--- config.mk ---
export PLATFORM = sky130hd
export DESIGN_NAME = vmd_fifo
export DESIGN_NICKNAME = d
export VERILOG_FILES = /design/src/rtl/vmd_pkg.sv /design/src/rtl/vmd_fifo.sv
export SDC_FILE = /design/constraint.sdc
export NUM_CORES = 1
export LEC_CHECK = 0
export ABC_CLOCK_PERIOD_IN_PS = 1400
export BUFFER_PORTS_ARGS = -buffer_cell sky130_fd_sc_hd__buf_2
export CAP_MARGIN = 20
export CORE_MARGIN = 2
export CORE_UTILIZATION = 44
export DETAILED_ROUTE_END_ITERATION = 8
export PLACE_DENSITY_LB_ADDON = 0.05
export SLEW_MARGIN = 5
export SYNTH_ARGS = -nofsm -noshare
export SYNTH_HDL_FRONTEND = slang
export SYNTH_SLANG_ARGS = --single-unit
--- constraint.sdc ---
create_clock -name clk -period 1.4 [get_ports clk]
set_input_delay 0.07 -clock clk [delete_from_list [all_inputs] [get_ports clk]]
set_output_delay 0.07 -clock clk [all_outputs]
set_load 0.01 [all_outputs]
--- src/rtl/vmd_pkg.sv ---
// Shared constants for the volume mask / masked-mean downsampler.
// No dependencies; every other file of the block but vmd_ram uses this package.
package vmd_pkg;

  localparam int DEF_MAX_SIZE    = 256;
  localparam int DEF_VALUE_WIDTH = 32;
  localparam int FIFO_DEPTH      = 2;

  localparam int CFG_IDX_W  = 2;
  localparam int CFG_DATA_W = 9;
  localparam int MASK_W     = 8;
  localparam int PORT_VAL_W = 32;
  localparam int CNT_W      = 4;

  localparam logic [CFG_IDX_W-1:0] CFG_SIZE_X = 2'd0;
  localparam logic [CFG_IDX_W-1:0] CFG_SIZE_Y = 2'd1;
  localparam logic [CFG_IDX_W-1:0] CFG_SIZE_Z = 2'd2;

  // classification of one voxel, made by the front end
  typedef struct packed {
    logic first;
    logic emit;
    logic last;
  } vmd_ctl_t;

endpackage

--- src/rtl/vmd_fifo.sv ---
// Short flop queue between the front end and the accumulator.
// Uses vmd_pkg only for the default depth.
module vmd_fifo #(
  parameter int WIDTH = 8,
  parameter int DEPTH = vmd_pkg::FIFO_DEPTH
) (
  input  logic             clk,
  input  logic             rst_n,
  input  logic             push,
  input  logic [WIDTH-1:0] wdata,
  output logic             full,
  input  logic             pop,
  output logic [WIDTH-1:0] rdata,
  output logic             empty
);
  localparam int PW = (DEPTH > 1) ? $clog2(DEPTH) : 1;
  localparam int CW = $clog2(DEPTH + 1);

  logic [WIDTH-1:0] mem_r [DEPTH];
  logic [PW-1:0]    wptr_r, rptr_r;
  logic [CW-1:0]    count_r;
  logic             do_push, do_pop;

  assign full    = (count_r == CW'(DEPTH));
  assign empty   = (count_r == '0);
  assign do_push = push && !full;
  assign do_pop  = pop && !empty;
  assign rdata   = mem_r[rptr_r];

  always_ff @(posedge clk) begin
    if (do_push) begin
      mem_r[wptr_r] <= wdata;
    end
  end

  always_ff @(posedge clk) begin
    if (!rst_n) begin
      wptr_r  <= '0;
      rptr_r  <= '0;
      count_r <= '0;
    end else begin
      if (do_push) begin
        wptr_r <= (wptr_r == PW'(DEPTH - 1)) ? '0 : wptr_r + 1'b1;
      end
      if (do_pop) begin
        rptr_r <= (rptr_r == PW'(DEPTH - 1)) ? '0 : rptr_r + 1'b1;
      end
      if (do_push && !do_pop) begin
        count_r <= count_r + 1'b1;
      end else if (do_pop && !do_push) begin
        count_r <= count_r - 1'b1;
      end
    end
  end
endmodule

After elaboration in Yosys (flattened, before gate mapping):

Memories as Yosys holds them, arrays and structs flattened. A register that Yosys moved wholly into a read port is not among the register bits.
Cells that the tools add are included.
Widths: inputs -> output; s select.

* memories: 1
* memory bits (writable): 16
* bits in registers: 4
* output and inout bits: 10
* input port bits: 12

* $add $sub $neg: 4
* reduce and logical (&&, ||, !) cells: 10
* equality and inequality tests: 1
* muxes and demuxes: 8

Memories
* mem_r: depth 2, bits a word 8, rd ports 1, clocked after memory_dff 1, wr ports 1, RTL line vmd_fifo.sv:19 `logic [WIDTH-1:0] mem_r [DEPTH];`

Operators by type and width (number)
* $mux 1: 6
* $logic_and 1x1->1: 4
* $logic_not 1->1: 4
* $mux 2: 2
* $add 1x1->1 const B: 2
* $add 2x1->2 const B: 1
* $eq 2x2->1 const B: 1
* $logic_not 2->1: 1
* $reduce_bool 2->1: 1
* $sub 2x1->2 const B: 1

Logic depth before layout (Yosys ltp):

* word-level depth: 7
* mapped depth: 7
* gate-level depth less buffers: 7

Least setup slack after synthesis:

No wires, ideal clock.

* kind: register to register
* start: register count_r[0]
* end: register count_r[1]
* slack: -0.071 ns
* setup time: 0.070 ns
* data arrival time: 1.401 ns
* stages on the path, launching flop included: 7
* clock period less this slack: 1.471 ns
* path through: dfxtp_1 -> nand2b_1 -> inv_2 -> nor2_1 -> ha_1 -> or3_1 -> a21boi_1

* cells in the longest elaborated chain, start to end: 6
* elaborated cells between the ends (all ways): 15
* those cells by class: 2 x add/sub; 1 x eq/ne; 2 x mux; 10 x reduce/logical

Ends and longest elaborated chain
* start: declaration: RTL line vmd_fifo.sv:21 `logic [CW-1:0] count_r;`
* start signal: assignment: RTL line vmd_fifo.sv:49 `count_r <= count_r + 1'b1;`
* start signal: assignment: RTL line vmd_fifo.sv:51 `count_r <= count_r - 1'b1;`
* $eq 2x2->1 *: RTL line vmd_fifo.sv:24 `assign full = (count_r == CW'(DEPTH));`
* named net full: RTL line vmd_fifo.sv:11 `output logic full,`
* $logic_not 1->1 *: RTL line vmd_fifo.sv:26 `assign do_push = push && !full;`
* $logic_and 1x1->1 *: RTL line vmd_fifo.sv:26
* $logic_not 1->1: RTL line vmd_fifo.sv:50 `end else if (do_pop && !do_push) begin`
* $logic_and 1x1->1: RTL line vmd_fifo.sv:50
* $reduce_bool 2->1 (no line)

Mark *: on every way through the listed nets, which the timed path passes. The rest lies on a longest branch. The select of a mux whose other input is x is not followed.
A chain may end at the register's enable or synchronous reset.

Worst setup path after layout:

* start: register count_r[1]
* end: register count_r[1]

* cells in the longest elaborated chain, start to end: 6
* elaborated cells between the ends (all ways): 15
* those cells by class: 2 x add/sub; 1 x eq/ne; 2 x mux; 10 x reduce/logical

Ends and longest elaborated chain (RTL line)
* $eq 2x2->1 or $logic_not 2->1 (tied branches): vmd_fifo.sv:24, vmd_fifo.sv:25
* $logic_not 1->1 (on tied branches): vmd_fifo.sv:26, vmd_fifo.sv:27
* $logic_and 1x1->1 (on tied branches): vmd_fifo.sv:26, vmd_fifo.sv:27
* $logic_not 1->1 (on tied branches): vmd_fifo.sv:50, vmd_fifo.sv:48
* $logic_and 1x1->1 (on tied branches): vmd_fifo.sv:50, vmd_fifo.sv:48
* $reduce_bool 2->1 (no line) or $mux 2 (tied branches)

Several ways; a longest one is shown, not always the timed one. The select of a mux whose other input is x is not followed.

==> flow_metrics.tcl <==
set metrics [dict create \
    cap_violations 0 \
    place_hpwl_um 929.1 \
    p_leak_nw 0.4485 \
    synthArstFlopShare_pct 0 \
    max-vdd-ir-drop_uv 974.2 \
    cp.required_ns 1.63 \
    hp-class "input port to register" \
    outcome "complete, but fails checks" \
    syn_area_um2 809.5 \
    dpl_cell_area_um2 999.7 \
    postLayoutCellArea_um2 1126 \
    initial_core_util_pct 46.88 \
    grt-ovfl-total 0 \
    synth_edf_count 16 \
    cp_data_arrival_time_ns 1.64 \
    hold_violations 0 \
    drc 0 \
    synth_most_common_cell "edfxtp_1" \
    post_drt_wl_per_cell_um 11.99 \
    use_met2_pct 24.11 \
    die_w_um 46.90 \
    finalCritPeriodShare_pct 100.6 \
    fin_nets 102 \
    fmax_mhz 710.1 \
    syn_area_per_cell_um2 16.19 \
    post-route-min-period_ns 1.408 \
    grt_max_degree 12 \
    ant_nets 0 \
    met1_usage_pct 15.96 \
    synth_ff_type "edfxtp_1" \
    synth.top_cell.area_share_pct 59.35 \
    cts.sinks 21 \
    start_kind "register" \
    synth_common_cells "16 x edfxtp_1, 8 x mux2_2, 5 x dfxtp_1" \
    finalSetupViolCount 1 \
    yosys.area.top_type "edfxtp_1" \
    powerDensity_nw_per_um2 1622 \
    syn_inst 50 \
    track_usage_pct 13.64 \
    seq_area_frac_synth_pct 71.72 \
    ys_top_cells_by_area "edfxtp_1 59%, dfxtp_1 12%, mux2_2 11%, and2_1 2.3%, xnor2_1 2.2%" \
    gr-max-usage-layer "met2" \
    slew_headroom_pct 82.84 \
    vias 519 \
    clk_pin_slew_ns 0.10 \
    cts.htree.levels 1 \
    wl_um 1355 \
    n_antenna_cell 0 \
    rsz0062_at_grt "true" \
    first_global_vias 498 \
    violations "negative setup slack" \
    gr-usage-met3_pct 3.462 \
    path_class "register to register" \
    worst_slew_pin_slew_ns 0.2556 \
    maxSlewViolCount 0 \
    drive_gt1_share_pct 52.27 \
    ys_ff_latch 21 \
    drt-initial-drc-count 4 \
    synth_warnings 0 \
    dieArea_um2 2199 \
    fin_skew_ns 0.001040 \
    synth.distinct_cells 20 \
    core_um2 1727 \
    cts_setup_buffers 0 \
    numPortBuffers 21 \
    grt_antenna_before_repair 0 \
    row_count 15 \
    fp.dieH_um 46.90 \
    timing.final.ws_setup_ns -0.008271 \
    end_kind "register" \
    worst-path-max-fanout 5 \
    via_per_inst 4.593 \
    cts_tree "done" \
    dr.pass1.iters 3 \
    insertion_delay_ns 0.29 \
    cts_root_buf "clkbuf_4" \
    clock_path_buffers 2 \
    routabilityCongestion 0.7157 \
    tns_ns -0.008271 \
    grt_first_pass_wirelength_um 2049 \
    io_pins 22 \
    cts-buffers-inserted 3 \
    syn-num-nets 63 \
    utilization_pct 65.22 \
    syn_to_final_growth_pct 39.10 \
]
state kept, by name (all words and copies together), names as in the netlist, named ones only:
name     cells
wptr_r       1
mem_r       16
count_r      2
rptr_r       1
cell type report:
class / count / area, um2
Tap cell: 25 / 31.28
Inverter: 2 / 10.01
Fill cell: 142 / 600.6
Clock buffer: 4 / 26.28
Multi-Input combinational cell: 26 / 244.0
Sequential cell: 21 / 584.3
Timing Repair Buffer: 35 / 230.2
worst paths after layout:
path	start	end	slack (ns)	cells after the start
hold / removal	rst_n	wptr_r	0.04	2
hold reg to reg	count_r[1]	count_r[1]	0.55	2
setup reg to reg	count_r[1]	count_r[1]	-0.008	4
setup / recovery	count_r[1]	count_r[1]	-0.008	4
placed cells by master, fill, tap and decap left out, drive strengths merged:
cell type    count
nor3             1
dlygate4sd3      8
inv              2
nor2             2
o21ai            2
o21a             1
or3              1
clkbuf           4
and3             1
nand2b           1
ha               1
mux2             8
xor2             1
a21boi           2
dfxtp            5
xnor2            2
and2             3
buf             27
edfxtp          16
routing by layer:
layer  vias to the layer above  wire (um)
met3                         2         68
met4                         0          5
met2                        15        692
met5                         -          0
li1                        257          -
met1                       245        588
metrics by stage:
| step | power, mW | worst slack [ns] | hold WS (ns) | instances |
|---|---|---|---|---|
| detailed placement | 1.518 | -0.05822 | 0.2626 | 101 |
| global placement | 1.506 | 0.001542 | 0.2604 | 101 |
| CTS | 1.823 | -0.03186 | 0.02150 | 113 |
| global route | 1.946 | -0.09044 | 0.03578 | 113 |
| floorplan | 1.278 | 0.004753 | 0.1689 | 50 |
| finish | 1.826 | -0.008271 | 0.04219 | 113 |
logic make-up after synthesis:
logic type / count (synthesis) / share of synthesized area, %
multiplexers: 8 / 11.13
flip-flops: 21 / 71.72
XOR/XNOR: 3 / 3.246
adder cells (fa/ha/maj): 1 / 1.545
AO/OA/AOI/OAI: 5 / 4.018
AND/OR/NAND/NOR: 9 / 6.803
buffers and inverters: 3 / 1.544
timing repair:
action                     in CTS  in global routing
gates resized for setup         2                  3
setup endpoints to repair       9                  1
hold endpoints to repair       16                  0
pin swaps                       0                  2
hold buffers                    8                  0
critical path: stages, from the launching register on:
cell and delay, ns:
dfxtp_2 0.36, o21ai_1 0.25, ha_4 0.25, or3_1 0.35
a21boi_1 0.14
power breakdown:
| group | switching, mW | internal [mW] |
|---|---|---|
| combinational | 0.293 | 0.374 |
| sequential | 0.0813 | 0.803 |
| clock | 0.164 | 0.111 |
Note: power is estimated with default switching activity, not from simulation.
