File: src/rtl/vmd_pkg.sv
// Shared constants for the volume mask / masked-mean downsampler.
// No dependencies; every other file of the block but vmd_ram uses this package.
package vmd_pkg;

  localparam int DEF_MAX_SIZE    = 256;
  localparam int DEF_VALUE_WIDTH = 32;
  localparam int FIFO_DEPTH      = 2;

  localparam int CFG_IDX_W  = 2;
  localparam int CFG_DATA_W = 9;
  localparam int MASK_W     = 8;
  localparam int PORT_VAL_W = 32;
  localparam int CNT_W      = 4;

  localparam logic [CFG_IDX_W-1:0] CFG_SIZE_X = 2'd0;
  localparam logic [CFG_IDX_W-1:0] CFG_SIZE_Y = 2'd1;
  localparam logic [CFG_IDX_W-1:0] CFG_SIZE_Z = 2'd2;

  // classification of one voxel, made by the front end
  typedef struct packed {
    logic first;
    logic emit;
    logic last;
  } vmd_ctl_t;

endpackage

File: src/rtl/vmd_front.sv
// Front end: size registers, source position tracking and voxel classification.
// Depends on vmd_pkg; feeds vmd_fifo.
module vmd_front #(
  parameter int MAX_SIZE    = vmd_pkg::DEF_MAX_SIZE,
  parameter int VALUE_WIDTH = vmd_pkg::DEF_VALUE_WIDTH,
  parameter int AW          = 14
) (
  input  logic                            clk,
  input  logic                            rst_n,
  input  logic                            cfg_valid,
  input  logic [vmd_pkg::CFG_IDX_W-1:0]   cfg_index,
  input  logic [vmd_pkg::CFG_DATA_W-1:0]  cfg_data,
  output logic                            cfg_ready,
  input  logic                            in_push,
  output logic                            in_full,
  input  logic [vmd_pkg::MASK_W-1:0]      in_voxel_mask,
  input  logic [vmd_pkg::PORT_VAL_W-1:0]  in_value_x,
  input  logic [vmd_pkg::PORT_VAL_W-1:0]  in_value_y,
  input  logic [vmd_pkg::PORT_VAL_W-1:0]  in_value_z,
  output logic                            q_push,
  input  logic                            q_full,
  output logic [AW-1:0]                   q_slot,
  output vmd_pkg::vmd_ctl_t               q_ctl,
  output logic [vmd_pkg::MASK_W-1:0]      q_mask,
  output logic [VALUE_WIDTH-1:0]          q_vx,
  output logic [VALUE_WIDTH-1:0]          q_vy,
  output logic [VALUE_WIDTH-1:0]          q_vz
);
  import vmd_pkg::*;

  localparam int SW     = $clog2(MAX_SIZE + 1);
  localparam int PW     = $clog2(MAX_SIZE);
  localparam int HALF   = (MAX_SIZE + 1) / 2;
  localparam int RST_SZ = (MAX_SIZE < 256) ? MAX_SIZE : 256;

  logic [SW-1:0] size_x_r, size_y_r, size_z_r;
  logic [PW-1:0] pos_x_r, pos_y_r, pos_z_r;
  logic [SW-1:0] clamped;
  logic [PW:0]   x1, y1, z1;
  logic          at_end_x, at_end_y, at_end_z;
  logic          accept, cfg_we;

  assign cfg_ready = 1'b1;
  assign cfg_we    = cfg_valid && cfg_ready;
  assign in_full   = q_full;
  assign accept    = in_push && !q_full;
  assign q_push    = accept;

  always_comb begin
    if (cfg_data == '0) begin
      clamped = SW'(1);
    end else if (32'(cfg_data) > MAX_SIZE) begin
      clamped = SW'(MAX_SIZE);
    end else begin
      clamped = SW'(cfg_data);
    end
  end

  assign x1 = {1'b0, pos_x_r} + 1'b1;
  assign y1 = {1'b0, pos_y_r} + 1'b1;
  assign z1 = {1'b0, pos_z_r} + 1'b1;
  assign at_end_x = (32'(x1) >= 32'(size_x_r));
  assign at_end_y = (32'(y1) >= 32'(size_y_r));
  assign at_end_z = (32'(z1) >= 32'(size_z_r));

  assign q_slot = AW'(32'(pos_y_r >> 1) * HALF + 32'(pos_x_r >> 1));
  assign q_ctl.first = !pos_x_r[0] && !pos_y_r[0] && !pos_z_r[0];
  assign q_ctl.emit  = (pos_x_r[0] || at_end_x) && (pos_y_r[0] || at_end_y) &&
                       (pos_z_r[0] || at_end_z);
  assign q_ctl.last  = at_end_x && at_end_y && at_end_z;
  assign q_mask = in_voxel_mask;
  assign q_vx   = VALUE_WIDTH'({32'b0, in_value_x});
  assign q_vy   = VALUE_WIDTH'({32'b0, in_value_y});
  assign q_vz   = VALUE_WIDTH'({32'b0, in_value_z});

  always_ff @(posedge clk) begin
    if (!rst_n) begin
      size_x_r <= SW'(RST_SZ);
      size_y_r <= SW'(RST_SZ);
      size_z_r <= SW'(RST_SZ);
      pos_x_r  <= '0;
      pos_y_r  <= '0;
      pos_z_r  <= '0;
    end else if (cfg_we) begin
      unique case (cfg_index)
        CFG_SIZE_X: size_x_r <= clamped;
        CFG_SIZE_Y: size_y_r <= clamped;
        CFG_SIZE_Z: size_z_r <= clamped;
        default: ;
      endcase
      // any size write restarts the volume
      if (cfg_index == CFG_SIZE_X || cfg_index == CFG_SIZE_Y ||
          cfg_index == CFG_SIZE_Z) begin
        pos_x_r <= '0;
        pos_y_r <= '0;
        pos_z_r <= '0;
      end
    end else if (accept) begin
      if (!at_end_x) begin
        pos_x_r <= PW'(x1);
      end else begin
        pos_x_r <= '0;
        if (!at_end_y) begin
          pos_y_r <= PW'(y1);
        end else begin
          pos_y_r <= '0;
          pos_z_r <= at_end_z ? '0 : PW'(z1);
        end
      end
    end
  end
endmodule

File: config.mk
export PLATFORM = sky130hd
export DESIGN_NAME = vmd_front
export DESIGN_NICKNAME = d
export VERILOG_FILES = /design/src/rtl/vmd_pkg.sv /design/src/rtl/vmd_front.sv
export SDC_FILE = /design/constraint.sdc
export NUM_CORES = 1
export LEC_CHECK = 0
export BUFFER_PORTS_ARGS = -buffer_cell sky130_fd_sc_hd__buf_2
export CAP_MARGIN = 10
export CORE_MARGIN = 1.5
export CORE_UTILIZATION = 45
export CTS_CLUSTER_DIAMETER = 100
export CTS_CLUSTER_SIZE = 28
export DETAILED_ROUTE_END_ITERATION = 7
export GPL_ROUTABILITY_DRIVEN = 0
export PLACE_DENSITY = 0.89
export SLEW_MARGIN = 20
export SYNTH_ARGS = -nofsm -noshare
export SYNTH_HDL_FRONTEND = slang
export SYNTH_SLANG_ARGS = --single-unit
File: constraint.sdc
create_clock -name clk -period 3.65 [get_ports clk]
set_input_delay 0.73 -clock clk [delete_from_list [all_inputs] [get_ports clk]]
set_output_delay 0.73 -clock clk [all_outputs]
set_load 0.02 [all_outputs]
* Word-level counts from Yosys, hierarchy flattened *
Cells that the tools add are included.

storage, ports and cells
  register bits = 51
  bits of input ports = 120
  output and inout bits = 124
  word-level logic and storage cells = 59

cells by class
  $add $sub $neg = 4
  magnitude comparators = 4
  eq/ne operators = 3
  mux-type cells = 15
  reductions and logical operators = 27

operators by type and width
  operator                                             number
  two-way mux 8 bit                                    13
  adder 8 x 1 -> 9 bit, second input constant          3
  >= comparator 9 bit                                  3
  two-way mux 9 bit                                    2
  adder 14 x 7 -> 14 bit                               1
  > comparator 9 bit, second input constant            1
  logical NOT 9 bit                                    1
  AND reduction 2 bit                                  4
  logical AND 1 bit                                    7
  nonzero test 2 bit                                   3
  logical OR 1 bit                                     5
  logical NOT 1 bit                                    4
  AND reduction 4 bit                                  1
  AND reduction 3 bit                                  1
  equality test 2 x 1 -> 1 bit, second input constant  1
  equality test 2 bit, second input constant           1
  logical NOT 2 bit                                    1
  != test 2 x 1 -> 1 bit, second input constant        1

* Logic depth before layout (Yosys ltp) *
Gate-level depths: netlist of the first run.

  depth in word-level cells = 7
  depth in mapped cells = 12
  depth with buffers taken out = 12

* Worst setup path before layout of the first run *
OpenSTA, ideal clock, no wires.

  path type = reg-to-output
  start point = register pos_z_r[0]
  end point = output port q_ctl[1] in the netlist's numbering
  arrival = 2.564 ns
  required time = 2.920 ns
  setup slack = 0.356 ns
  cell stages (with the launch flop) = 13
  buffers on the path = 0
  cell sequence = dfxtp_1 > nand3_2 > or3_4 > nor3_1 > xnor2_1 > inv_1 > ha_1 > nand3_1 > o211ai_1 > a21oi_1 > nor2_1 > o32ai_1 > nor2_1

RTL lines
  what                    line              RTL
  start, declared         vmd_front.sv:37   logic [PW-1:0] pos_x_r, pos_y_r, pos_z_r;
  start signal, assigned  vmd_front.sv:107  pos_z_r <= at_end_z ? '0 : PW'(z1);
  end, declared           vmd_front.sv:23   output vmd_pkg::vmd_ctl_t q_ctl,

==> results of run 1 <==
[power by group through the flow]
| stage | logic, mW | clock network, mW | registers [mW] |
|---|---|---|---|
| 4_1_cts | 0.110 | 0.342 | 0.567 |
| 5_1_grt | 0.129 | 0.369 | 0.566 |
| 3_3_place_gp | 0.0986 | 0 | 0.581 |
| 2_1_floorplan | 0.239 | 0 | 0.580 |
| 3_5_place_dp | 0.102 | 0 | 0.581 |
| 6_report | 0.118 | 0.341 | 0.565 |
[layer usage]
layer | global-route usage | up-vias | wire, um
met2 | 0.290 | 139 | 4450
met3 | 0.0451 | 58 | 648
met1 | 0.211 | 1435 | 3550
met5 | 0 | - | 0
met4 | 0.113 | 0 | 377
li1 | - | 1448 | -
[Yosys cell counts, types with 3 or more instances]
cell / count
xor2_1: 7
nor3_1: 5
nor2b_1: 12
nand2_1: 71
inv_1: 36
a221o_1: 5
and3_1: 10
or4_1: 5
nor3b_1: 4
o32a_1: 3
a31oi_1: 3
o21ai_1: 7
nand2b_1: 4
nor2_1: 18
xnor2_1: 11
a21boi_0: 16
or3_1: 5
a21oi_1: 14
nand3_1: 7
clkbuf_1: 9
buf_4: 120
and2_1: 3
dfxtp_1: 51
a21boi_1: 10
o211ai_1: 4
ha_1: 30
[tightest hold or removal path, stage by stage (launching register included)]
cell and delay, ns:
dfxtp_1 0.32, nand2_1 0.05, a21boi_0 0.06
[logic make-up (layout without fill, tap and decap cells)]
logic type | after synthesis | count (layout)
and+or+nand+nor | 162 | 162
adders and majority gates | 30 | 30
buffers and inverters | 165 | 89
muxes | 3 | 3
other | 1 | 1
AOI/OAI and AO/OA | 82 | 82
DFF | 51 | 51
xor gates and xnor gates | 18 | 18
[timing repair]
action | CTS | global route
pin swaps | 1 | 5
resized for setup | 15 | 27
cloned | 0 | 0
endpoints found under the setup margin | 2 | 2
setup buffers | 4 | 5
[worst max-delay path by stage]
stage,to,slack [ns],cells after the start
after global placement,q_ctl[1],0.11,13
after CTS,q_ctl[1],0.002,12
after floorplan,q_ctl[1],0.36,12
after global routing,q_ctl[1],-0.04,11
after detailed placement,q_ctl[1],-0.07,13
final,q_ctl[1],0.07,11
[area by class of cell]
| class | instances | area [um^2] |
|---|---|---|
| clock buffer | 5 | 68.8 |
| fill | 842 | 4960 |
| tap | 108 | 135 |
| inverter | 36 | 135 |
| timing repair buffer | 45 | 255 |
| sequential | 51 | 1050 |
| clock inverter | 3 | 18.8 |
| multi-input combinational | 296 | 2140 |
[registers in the layout, indices dropped and copies added, names as in the netlist]
signal,flops
size_x_r,9
pos_y_r,8
pos_z_r,8
pos_x_r,8
size_y_r,9
size_z_r,9
[placed cells by master, fill, tap and decap left out, types with 8 or more instances in the layout]
| cell | n |
|---|---|
| dfxtp_1 | 38 |
| nor2b_1 | 12 |
| a21oi_1 | 12 |
| a21boi_0 | 16 |
| ha_1 | 27 |
| buf_4 | 12 |
| xnor2_1 | 10 |
| buf_2 | 33 |
| a21boi_1 | 10 |
| nor2_1 | 15 |
| inv_1 | 36 |
| dfxtp_2 | 8 |
| and3_1 | 9 |
| nand2_1 | 71 |
==> impl_metrics.sql, run 1 <==
INSERT INTO impl_metrics (metric_group, metric, value, unit) VALUES
('place', 'detailedPlacementHpwl', '6520', 'um'),
('detailed_routing', 'routed-via-count', '3080', ''),
('synthesis', 'flop_and_latch_count_out_of_synthesis', '51', ''),
('critical_path', 'criticalPathCategory', 'reg2out', ''),
('synthesis', 'synth_adder_area_share', '0.0918', ''),
('outcome', 'result_of_the_run', 'finished, final reports clean', ''),
('final_layout', 'final_net_count', '585', ''),
('detailed_routing', 'drc', '0', ''),
('critical_path', 'worstSetupEndpointType', 'output pin', ''),
('detailed_routing', 'detailedRoute.firstIterationViolations', '178', ''),
('sta', 'final-max-slew-violation-count', '0', ''),
('place', 'io_buffer_count', '34', ''),
('pwr', 'combinationalPowerShare', '0.115', ''),
('synthesis', 'post_synth_edffs', '0', ''),
('clock_network', 'clock_transition_at_path_regs', '0.10', 'ns'),
('critical_path', 'timing.rr.start', 'pos_z_r[2]$_SDFFE_PN0P_', ''),
('sta', 'layout_worst_path_cycle_share', '0.980', ''),
('clock_network', 'clockRootBuffer', 'clkbuf_8', ''),
('pwr', 'power.density', '270', 'nW/um^2'),
('clock_network', 'clkLatencyLatePin', '0.32', 'ns'),
('floorplan', 'die_w', '98.3', 'um'),
('pwr', 'clock_power_share', '0.333', ''),
('synthesis', 'syn_inst_count', '512', ''),
('synthesis', 'area_fraction_in_and_or_nand_and_nor_cells_after_synthesis', '0.202', ''),
('floorplan', 'core-area', '8760', 'um^2'),
('critical_path', 'cpPeakStageDelay', '0.40', 'ns'),
('detailed_routing', 'viasPerCell', '5.66', ''),
('detailed_routing', 'first_pass_iters', '5', ''),
('detailed_routing', 'final_antenna_net_count', '0', ''),
('synthesis', 'synth-compound-area-share', '0.148', ''),
('pwr', 'peakVddDrop', '0.167', 'mV'),
('global_route', 'grt_first_pass_wirelength', '14300', 'um'),
('synthesis', 'synth.largest_area_cell', 'dfxtp_1', ''),
('synthesis', 'synth_top_area_frac', '0.250', ''),
('min_path', 'worst_hold_path.num_cells', '2', ''),
('pwr', 'intPower', '0.741', 'mW'),
('floorplan', 'die_area', '9660', 'um^2'),
('place', 'dpl.cell_count', '527', ''),
('global_route', 'antenna_found_initial', '0', ''),
('sta', 'rsz_0062_raised_after_global_routing', 'yes', ''),
('critical_path', 'worstPathCellList', 'and3_1 -> and3_1 -> and3_4 -> xor2_4 -> ha_1 -> a21o_1 -> a2111oi_4 -> a21oi_4 -> o32ai_2 -> nor2_1 -> buf_2', ''),
('clock_network', 'post_cts_hold_buffer_count', '0', ''),
('place', 'placement.setup.worst_slack', '-0.0652', 'ns'),
('synthesis', 'synth-xor-area-share', '0.0386', ''),
('synthesis', 'nets_in_the_synthesized_netlist', '662', ''),
('critical_path', 'arrival', '2.85', 'ns'),
('sta', 'max_slew_margin', '0.331', ''),
('floorplan', 'initial_core_util', '0.466', ''),
('synthesis', 'synth_warnings', '0', ''),
('critical_path', 'setup_crit_start', 'pos_x_r[0]$_SDFFE_PN0P_', ''),
('synthesis', 'synthFlopType', 'dfxtp_1', ''),
('global_route', 'number_of_global_route_vias_before_repair', '3024', ''),
('sta', 'worst_clock_skew', '0.0114', 'ns'),
('final_layout', 'design_area', '3800', 'um^2'),
('sta', 'finalCriticalPeriod', '3.58', 'ns'),
('min_path', 'whs_endpoint', 'size_z_r[1]$_SDFFE_PN0P_', ''),
('final_layout', 'layoutNonFillerInstCount', '544', ''),
('critical_path', 'worst_r2r_endpoint', 'pos_z_r[4]$_SDFFE_PN0P_', ''),
('pwr', 'power.net_switching', '0.283', 'mW'),
('final_layout', 'ratio_of_cells_with_drive_above_1_in_the_final_layout', '0.218', ''),
('clock_network', 'cts-htree-levels', '2', ''),
('pwr', 'post-layout-total-power', '1.02', 'mW'),
('synthesis', 'synth.area.top_cells', 'dfxtp_1 (25%), buf_4 (22%), ha_1 (9.2%), nand2_1 (6.5%), inv_1 (3.3%)', ''),
('min_path', 'hold_start', 'size_z_r[1]$_SDFFE_PN0P_', ''),
('synthesis', 'syn-mean-instance-area', '7.98', 'um^2'),
('synthesis', 'mappedNetlistArea', '4090', 'um^2'),
('sta', 'worst_pin_slew', '1.00', 'ns'),
('floorplan', 'fp.dieH', '98.3', 'um'),
('synthesis', 'asyncSetResetFlopFracSynth', '0', ''),
('clock_network', 'cts_buffers', '5', ''),
('critical_path', 'timing.critical_path.fanout_max', '8', '');
Note: power is estimated with default switching activity, not from simulation.
==> inputs of run 2 (changes only) <==
Settings changed: ABC_AREA from default to 1, GPL_TIMING_DRIVEN from default to 0, PLACE_DENSITY 0.89 to 0.88.
==> run 2 against run 1 <==
Compared with the run above: non-clock buffer count grew 229; sequential cell count unchanged; sequential power grew 10%; clock skew fell by 0.0014 ns; via count grew 32%; sequential share of layout area fell by 7.8 points; first-iteration DRC count grew 11%; clock power grew 23%; register-to-register slack improved by 0.83 ns; critical path type unchanged; critical endpoint unchanged; largest power group unchanged.
==> impl_metrics.sql, run 2 <==
INSERT INTO impl_metrics (metric_group, metric, value, unit) VALUES
('synthesis', 'asyncSetResetFlopFracSynth', '0', ''),
('critical_path', 'critPathLaunchType', 'flop', ''),
('critical_path', 'arrival', '2.77', 'ns'),
('floorplan', 'fp.dieH', '99.4', 'um'),
('detailed_routing', 'first_pass_iters', '5', ''),
('floorplan', 'die_w', '99.4', 'um'),
('place', 'detailedPlacementHpwl', '7790', 'um'),
('global_route', 'grt_max_degree', '16', ''),
('floorplan', 'initial_core_util', '0.459', ''),
('final_layout', 'synthToLayoutAreaGrowth', '25.6', '%'),
('synthesis', 'synth-seq-area-share', '0.244', ''),
('final_layout', 'final-seq-area', '1040', 'um^2'),
('floorplan', 'die_area', '9890', 'um^2'),
('clock_network', 'post_cts_hold_buffer_count', '0', ''),
('clock_network', 'cts.path.max_buffers', '2', ''),
('clock_network', 'clkLatencyLatePin', '0.32', 'ns'),
('synthesis', 'synth_top_area_frac', '0.244', ''),
('final_layout', 'number_of_fill_cells', '877', ''),
('synthesis', 'mappedNetlistArea', '4180', 'um^2'),
('final_layout', 'commonest_non_fill_non_tap_cell_in_the_layout', 'buf_2', ''),
('place', 'dpl_cell_area', '5010', 'um^2'),
('final_layout', 'ratio_of_cells_with_drive_above_1_in_the_final_layout', '0.403', ''),
('synthesis', 'synth.most_common_cell', 'buf_4', ''),
('synthesis', 'syn_inst_count', '610', ''),
('synthesis', 'synth.largest_area_cell', 'dfxtp_1', ''),
('synthesis', 'number_of_unique_standard_cell_types_used_by_synthesis', '39', ''),
('pwr', 'peakVddDrop', '0.151', 'mV'),
('global_route', 'number_of_global_route_vias_before_repair', '3470', ''),
('synthesis', 'synth.area.top_cells', 'dfxtp_1 (24%), buf_4 (22%), nand2_1 (9.2%), ha_1 (9.0%), inv_1 (7.2%)', ''),
('critical_path', 'worstSetupEndpointType', 'output pin', ''),
('global_route', 'grt_first_pass_wirelength', '15000', 'um'),
('sta', 'final-max-slew-violation-count', '0', ''),
('pwr', 'power.density', '306', 'nW/um^2'),
('final_layout', 'layout.cells.most_common_list', 'buf_2 (141), buf_4 (127), nand2_1 (101), inv_1 (80), nor2_1 (65)', ''),
('global_route', 'antenna_found_initial', '0', ''),
('synthesis', 'nets_in_the_synthesized_netlist', '760', ''),
('final_layout', 'antenna_cells_inserted', '0', ''),
('final_layout', 'multi_input_area', '1950', 'um^2'),
('clock_network', 'cts.sink_count', '51', ''),
('synthesis', 'post_synth_edffs', '0', ''),
('global_route', 'grt-ovfl-total', '0', ''),
('synthesis', 'synth_warnings', '0', ''),
('place', 'io_buffer_count', '137', ''),
('global_route', 'track_usage', '0.188', ''),
('pwr', 'power.static_leakage', '2.97', 'nW'),
('clock_network', 'cts_buffers', '5', ''),
('synthesis', 'synthFlopType', 'dfxtp_1', ''),
('detailed_routing', 'routed-via-count', '4076', ''),
('critical_path', 'cp_data_required_time', '2.92', 'ns'),
('synthesis', 'syn-mean-instance-area', '6.86', 'um^2'),
('synthesis', 'flop_and_latch_count_out_of_synthesis', '51', ''),
('detailed_routing', 'avgRoutedWirePerCell', '11.4', 'um'),
('sta', 'finalHoldViolations', '0', ''),
('run', 'max_cap_viol_count', '0', ''),
('synthesis', 'synthTopCellsByCount', 'buf_4 (121), nand2_1 (102), inv_1 (80)', ''),
('sta', 'layout_worst_path_cycle_share', '0.958', ''),
('detailed_routing', 'wirelength', '9910', 'um'),
('critical_path', 'worst_path_dominant_cell_family', 'simple AND/OR/NAND/NOR gates', ''),
('outcome', 'result_of_the_run', 'finished, final reports clean', ''),
('final_layout', 'final_net_count', '909', ''),
('critical_path', 'criticalPathCategory', 'reg2out', ''),
('floorplan', 'core-area', '9110', 'um^2'),
('clock_network', 'clockRootBuffer', 'clkbuf_8', ''),
('critical_path', 'timing.critical_path.buf_inv', '2', ''),
('pwr', 'post-layout-total-power', '1.61', 'mW'),
('floorplan', 'row_count', '35', ''),
('critical_path', 'critPathSlowestCell', 'dfxtp_4', ''),
('final_layout', 'design_area', '5250', 'um^2'),
('detailed_routing', 'viasPerCell', '4.68', ''),
('detailed_routing', 'final_antenna_net_count', '0', ''),
('clock_network', 'clock_transition_at_path_regs', '0.10', 'ns'),
('sta', 'finalCriticalPeriod', '3.50', 'ns'),
('sta', 'worst_clock_skew', '0.0100', 'ns'),
('sta', 'hold_ws', '0.466', 'ns'),
('min_path', 'hold_class', 'reg2reg', ''),
('critical_path', 'cpPeakStageDelay', '0.41', 'ns'),
('detailed_routing', 'detailedRoute.firstIterationViolations', '198', ''),
('clock_network', 'cts-htree-levels', '2', ''),
('sta', 'worst_pin_slew', '0.532', 'ns'),
('sta', 'clock.fmax', '286', 'MHz'),
('critical_path', 'worstPathCellList', 'ha_4 -> nand2_1 -> nor2_2 -> nand3_1 -> nor2_1 -> ha_1 -> nand2_2 -> inv_1 -> a21oi_1 -> nand2_1 -> nor2_4 -> nand2_2 -> or2_1 -> and3b_1 -> buf_4', ''),
('critical_path', 'timing.critical_path.fanout_max', '5', ''),
('sta', 'setup-violations-final', '0', ''),
('final_layout', 'layout_top_registers', 'size_x_r (9), size_y_r (9), size_z_r (9)', ''),
('sta', 'max_slew_margin', '0.645', ''),
('floorplan', 'io-pin-count', '244', ''),
('detailed_routing', 'drc', '0', ''),
('clock_network', 'cts_tree', 'yes', '');
## run 2: cell families after synthesis
logic type,count (synthesis),share of synthesized area
buf+inv,214,0.306
simple gates,213,0.224
compound gates,92,0.117
flops,51,0.244
fa+ha+maj,30,0.0897
xor+xnor,9,0.0188
other cells,1,0.000896
## run 2: tightest hold or removal path, delay by kind of cell (launching register included)
kind,cells,cell delay [ns]
flip-flops,1,0.31
AO/OA/AOI/OAI,1,0.06
buffers and inverters,1,0.07
## run 2: repair_timing
action                                  in CTS  in global routing
endpoints found under the setup margin       0                  1
gates resized for setup                      0                 24
endpoints found under the hold margin        0                  0
setup buffers                                0                  5
## run 2: final timing paths
| path | startpoint | endpoint | slack (ns) | cells past startpoint |
|---|---|---|---|---|
| setup / recovery | pos_x_r[0]$_SDFFE_PN0P_ | q_ctl[1] | 0.15 | 15 |
| hold / removal | size_z_r[5]$_SDFFE_PN0P_ | size_z_r[5]$_SDFFE_PN0P_ | 0.47 | 2 |
| setup reg to reg | pos_y_r[0]$_SDFFE_PN0P_ | pos_z_r[4]$_SDFFE_PN0P_ | 1.14 | 15 |
| hold reg to reg | size_z_r[5]$_SDFFE_PN0P_ | size_z_r[5]$_SDFFE_PN0P_ | 0.47 | 2 |
## run 2: cell type report
| class | instances | area share |
|---|---|---|
| multi-input cells | 345 | 0.371 |
| flip-flops and latches | 51 | 0.198 |
| plain buffers | 132 | 0.185 |
| repair buffers | 142 | 0.138 |
| inverters | 82 | 0.0586 |
| well taps | 111 | 0.0264 |
| clock buffers | 6 | 0.0157 |
| clock inverters | 2 | 0.00667 |
## run 2: per-layer routing
metal,GRT usage,vias to the layer above,wire (um)
met1,0.222,1776,4160
met2,0.327,177,4830
li1,-,2096,-
met5,0,-,0
met4,0.102,0,297
met3,0.0288,27,629
## run 2: report_power, final
part	internal (mW)	switching, mW	leakage [nW]
registers	0.591	0.0308	0.422
clock network	0.222	0.196	0.0612
logic	0.246	0.320	2.48
## run 2: through the flow
| stage | setup WS (ns) | std cells | util | TNS (ns) |
|---|---|---|---|---|
| after floorplan | 0.770 | 610 | - | 0 |
| after global placement | 0.451 | 858 | 0.550 | 0 |
| after detailed placement | 0.397 | 858 | 0.550 | 0 |
| after CTS | 0.0259 | 866 | 0.563 | 0 |
| after global routing | -0.0345 | 871 | 0.577 | -0.0345 |
| final | 0.154 | 871 | 0.577 | 0 |
==> inputs of run 3 (changes only) <==
Settings changed: CORE_MARGIN 1.5 to default, MAX_ROUTING_LAYER from default to met4.
==> run 3 against run 2 <==
Compared with the run above: the run now ends with design-rule violations left; routed wire length down 0.82%; sequential power about the same; first-iteration DRC count fell by 7.1%; cell count fell by 0.80%; clock skew fell by 0.0033 ns; fmax is 0.62% higher; largest cell class unchanged; highest routed layer unchanged.
==> impl_metrics.sql, run 3 (synthesized netlist as in run 2, its figures left out) <==
INSERT INTO impl_metrics (metric_group, metric, value, unit) VALUES
('critical_path', 'worst_r2r_path_depth', '15', ''),
('clock_network', 'cts-htree-levels', '2', ''),
('clock_network', 'cts_tree', 'yes', ''),
('outcome', 'failed_checks', 'design-rule violations', ''),
('sta', 'final-max-slew-violation-count', '0', ''),
('critical_path', 'criticalPathCategory', 'reg2out', ''),
('critical_path', 'worstPathCellList', 'nand2_1 -> nor3_2 -> xor2_1 -> ha_1 -> nand2_2 -> inv_1 -> a21oi_1 -> nand2_1 -> nor2_4 -> nand2_1 -> or2_1 -> and3b_1 -> buf_4', ''),
('critical_path', 'rrSetupSlack', '1.11', 'ns'),
('sta', 'finalCriticalPeriod', '3.47', 'ns'),
('sta', 'layout_worst_path_cycle_share', '0.952', ''),
('detailed_routing', 'routed-via-count', '4018', ''),
('sta', 'max_slew_margin', '0.662', ''),
('detailed_routing', 'first_pass_iters', '6', ''),
('global_route', 'number_of_global_route_vias_before_repair', '3540', ''),
('sta', 'hold_ws', '0.466', 'ns'),
('detailed_routing', 'wirelength', '9830', 'um'),
('detailed_routing', 'detailroute.wirelength.met2', '4750', 'um'),
('critical_path', 'timing.rr.start', 'pos_z_r[0]$_SDFFE_PN0P_', ''),
('final_layout', 'layout_top_registers', 'size_x_r (9), size_y_r (9), size_z_r (9)', ''),
('global_route', 'grt_max_degree', '16', ''),
('sta', 'clock.fmax', '288', 'MHz'),
('global_route', 'grt-ovfl-total', '0', ''),
('floorplan', 'io-pin-count', '244', ''),
('final_layout', 'commonest_non_fill_non_tap_cell_in_the_layout', 'buf_2', ''),
('place', 'detailedPlacementHpwl', '7890', 'um'),
('floorplan', 'core-area', '8850', 'um^2'),
('floorplan', 'row_count', '34', ''),
('critical_path', 'worstSetupEndpointType', 'output pin', ''),
('detailed_routing', 'final_antenna_net_count', '0', ''),
('pwr', 'post-layout-total-power', '1.54', 'mW'),
('min_path', 'hold_class', 'reg2reg', ''),
('sta', 'setup-violations-final', '0', ''),
('floorplan', 'die_area', '9690', 'um^2'),
('critical_path', 'cpPeakStageDelay', '0.40', 'ns'),
('critical_path', 'arrival', '2.74', 'ns'),
('place', 'io_buffer_count', '137', ''),
('clock_network', 'clockRootBuffer', 'clkbuf_8', ''),
('final_layout', 'synthToLayoutAreaGrowth', '23.5', '%'),
('sta', 'worst_clock_skew', '0.00677', 'ns'),
('place', 'placement.setup.worst_slack', '0.350', 'ns'),
('clock_network', 'cts.path.max_buffers', '2', ''),
('final_layout', 'antenna_cells_inserted', '0', ''),
('floorplan', 'fp.dieH', '98.4', 'um'),
('critical_path', 'cpMostUsedCell', 'nand2_1', ''),
('clock_network', 'cts_buffers', '5', ''),
('floorplan', 'die_w', '98.4', 'um'),
('final_layout', 'ratio_of_cells_with_drive_above_1_in_the_final_layout', '0.402', ''),
('clock_network', 'clkLatencyLatePin', '0.31', 'ns'),
('min_path', 'worst_hold_path.num_cells', '2', ''),
('global_route', 'grt_first_pass_wirelength', '15500', 'um'),
('clock_network', 'clock_transition_at_path_regs', '0.10', 'ns'),
('clock_network', 'cts.sink_count', '51', ''),
('pwr', 'power.static_leakage', '2.92', 'nW'),
('critical_path', 'critPathSlowestCell', 'dfxtp_2', ''),
('sta', 'final_worst_slack', '0.175', 'ns'),
('sta', 'finalHoldViolations', '0', ''),
('run', 'max_cap_viol_count', '0', ''),
('min_path', 'hold_start', 'size_z_r[5]$_SDFFE_PN0P_', ''),
('global_route', 'antenna_found_initial', '0', ''),
('final_layout', 'layout.cells.most_common_list', 'buf_2 (141), buf_4 (123), nand2_1 (102), inv_1 (80), nor2_1 (62)', ''),
('pwr', 'peakVddDrop', '0.194', 'mV'),
('detailed_routing', 'drc', '13', ''),
('critical_path', 'timing.critical_path.fanout_max', '6', ''),
('global_route', 'track_usage', '0.200', ''),
('outcome', 'result_of_the_run', 'finished, violations left', ''),
('critical_path', 'worst_r2r_endpoint', 'pos_z_r[4]$_SDFFE_PN0P_', ''),
('detailed_routing', 'topRoutingLayerUsed', 'met4', ''),
('critical_path', 'cp_data_required_time', '2.92', 'ns'),
('detailed_routing', 'route.met3.wl', '633', 'um'),
('sta', 'worst_pin_slew', '0.506', 'ns'),
('pwr', 'power.density', '298', 'nW/um^2'),
('detailed_routing', 'avgRoutedWirePerCell', '11.4', 'um'),
('final_layout', 'final_net_count', '905', ''),
('detailed_routing', 'length_of_routed_wiring_on_met1', '4280', 'um'),
('critical_path', 'critPathLaunchType', 'flop', ''),
('detailed_routing', 'viasPerCell', '4.65', ''),
('floorplan', 'initial_core_util', '0.473', ''),
('detailed_routing', 'detailedRoute.firstIterationViolations', '184', ''),
('min_path', 'whs_endpoint', 'size_z_r[5]$_SDFFE_PN0P_', '');
[run 3: layer usage]
metal / vias up / track usage
met5: - / -
met1: 1765 / 0.244
met3: 18 / 0.0284
li1: 2085 / -
met2: 150 / 0.340
met4: 0 / 0.0654
[run 3: area by class of cell]
type | instances | area [um^2]
buffer | 132 | 971
clock buffer | 7 | 86.3
clock inverter | 1 | 8.76
fill | 860 | 3680
inverter | 82 | 308
multi-input combinational | 345 | 1930
sequential | 51 | 1040
tap | 108 | 135
timing repair buffer | 138 | 696
[run 3: worst max-delay path by stage]
stage                                 start       end  slack (ns)  depth (start not counted)
floorplan           pos_x_r[0]$_SDFFE_PN0P_  q_ctl[1]        0.77                         14
CTS                 pos_x_r[3]$_SDFFE_PN0P_  q_ctl[1]        0.07                         13
detailed placement  pos_x_r[0]$_SDFFE_PN0P_  q_ctl[1]        0.35                         15
finish              pos_x_r[3]$_SDFFE_PN0P_  q_ctl[1]        0.18                         13
global route        pos_x_r[3]$_SDFFE_PN0P_  q_ctl[1]      -0.008                         13
global placement    pos_x_r[0]$_SDFFE_PN0P_  q_ctl[1]        0.42                         15
[run 3: repair_timing]
action / 4_1_cts / 5_1_grt
gates resized for setup: 1 / 21
buffers inserted: 0 / 1
cloned: 0 / 0
setup endpoints to repair: 1 / 1
hold buffers: 0 / 0
pin swaps: 0 / 8
[run 3: power breakdown]
part	internal, mW	switching [mW]	total, mW	leakage (nW)
Clock	0.156	0.200	0.356	0.0484
Sequential	0.592	0.0326	0.625	0.422
Combinational	0.242	0.316	0.558	2.45
[run 3: critical path, delay by kind of cell, from the launching register on]
| family | cells | cell delay (ns) |
|---|---|---|
| flops | 1 | 0.40 |
| simple gates | 8 | 1.16 |
| buf+inv | 2 | 0.19 |
| xor+xnor | 1 | 0.24 |
| compound gates | 1 | 0.14 |
| fa+ha+maj | 1 | 0.28 |
[run 3: through the flow]
step           instances  setup TNS [ns]  area, um^2  utilization
2_1_floorplan        610               0        4180            -
3_3_place_gp         855               0        5000        0.566
3_5_place_dp         855               0        5000        0.566
4_1_cts              863               0        5100        0.576
5_1_grt              864        -0.00752        5170        0.584
6_report             864               0        5170        0.584
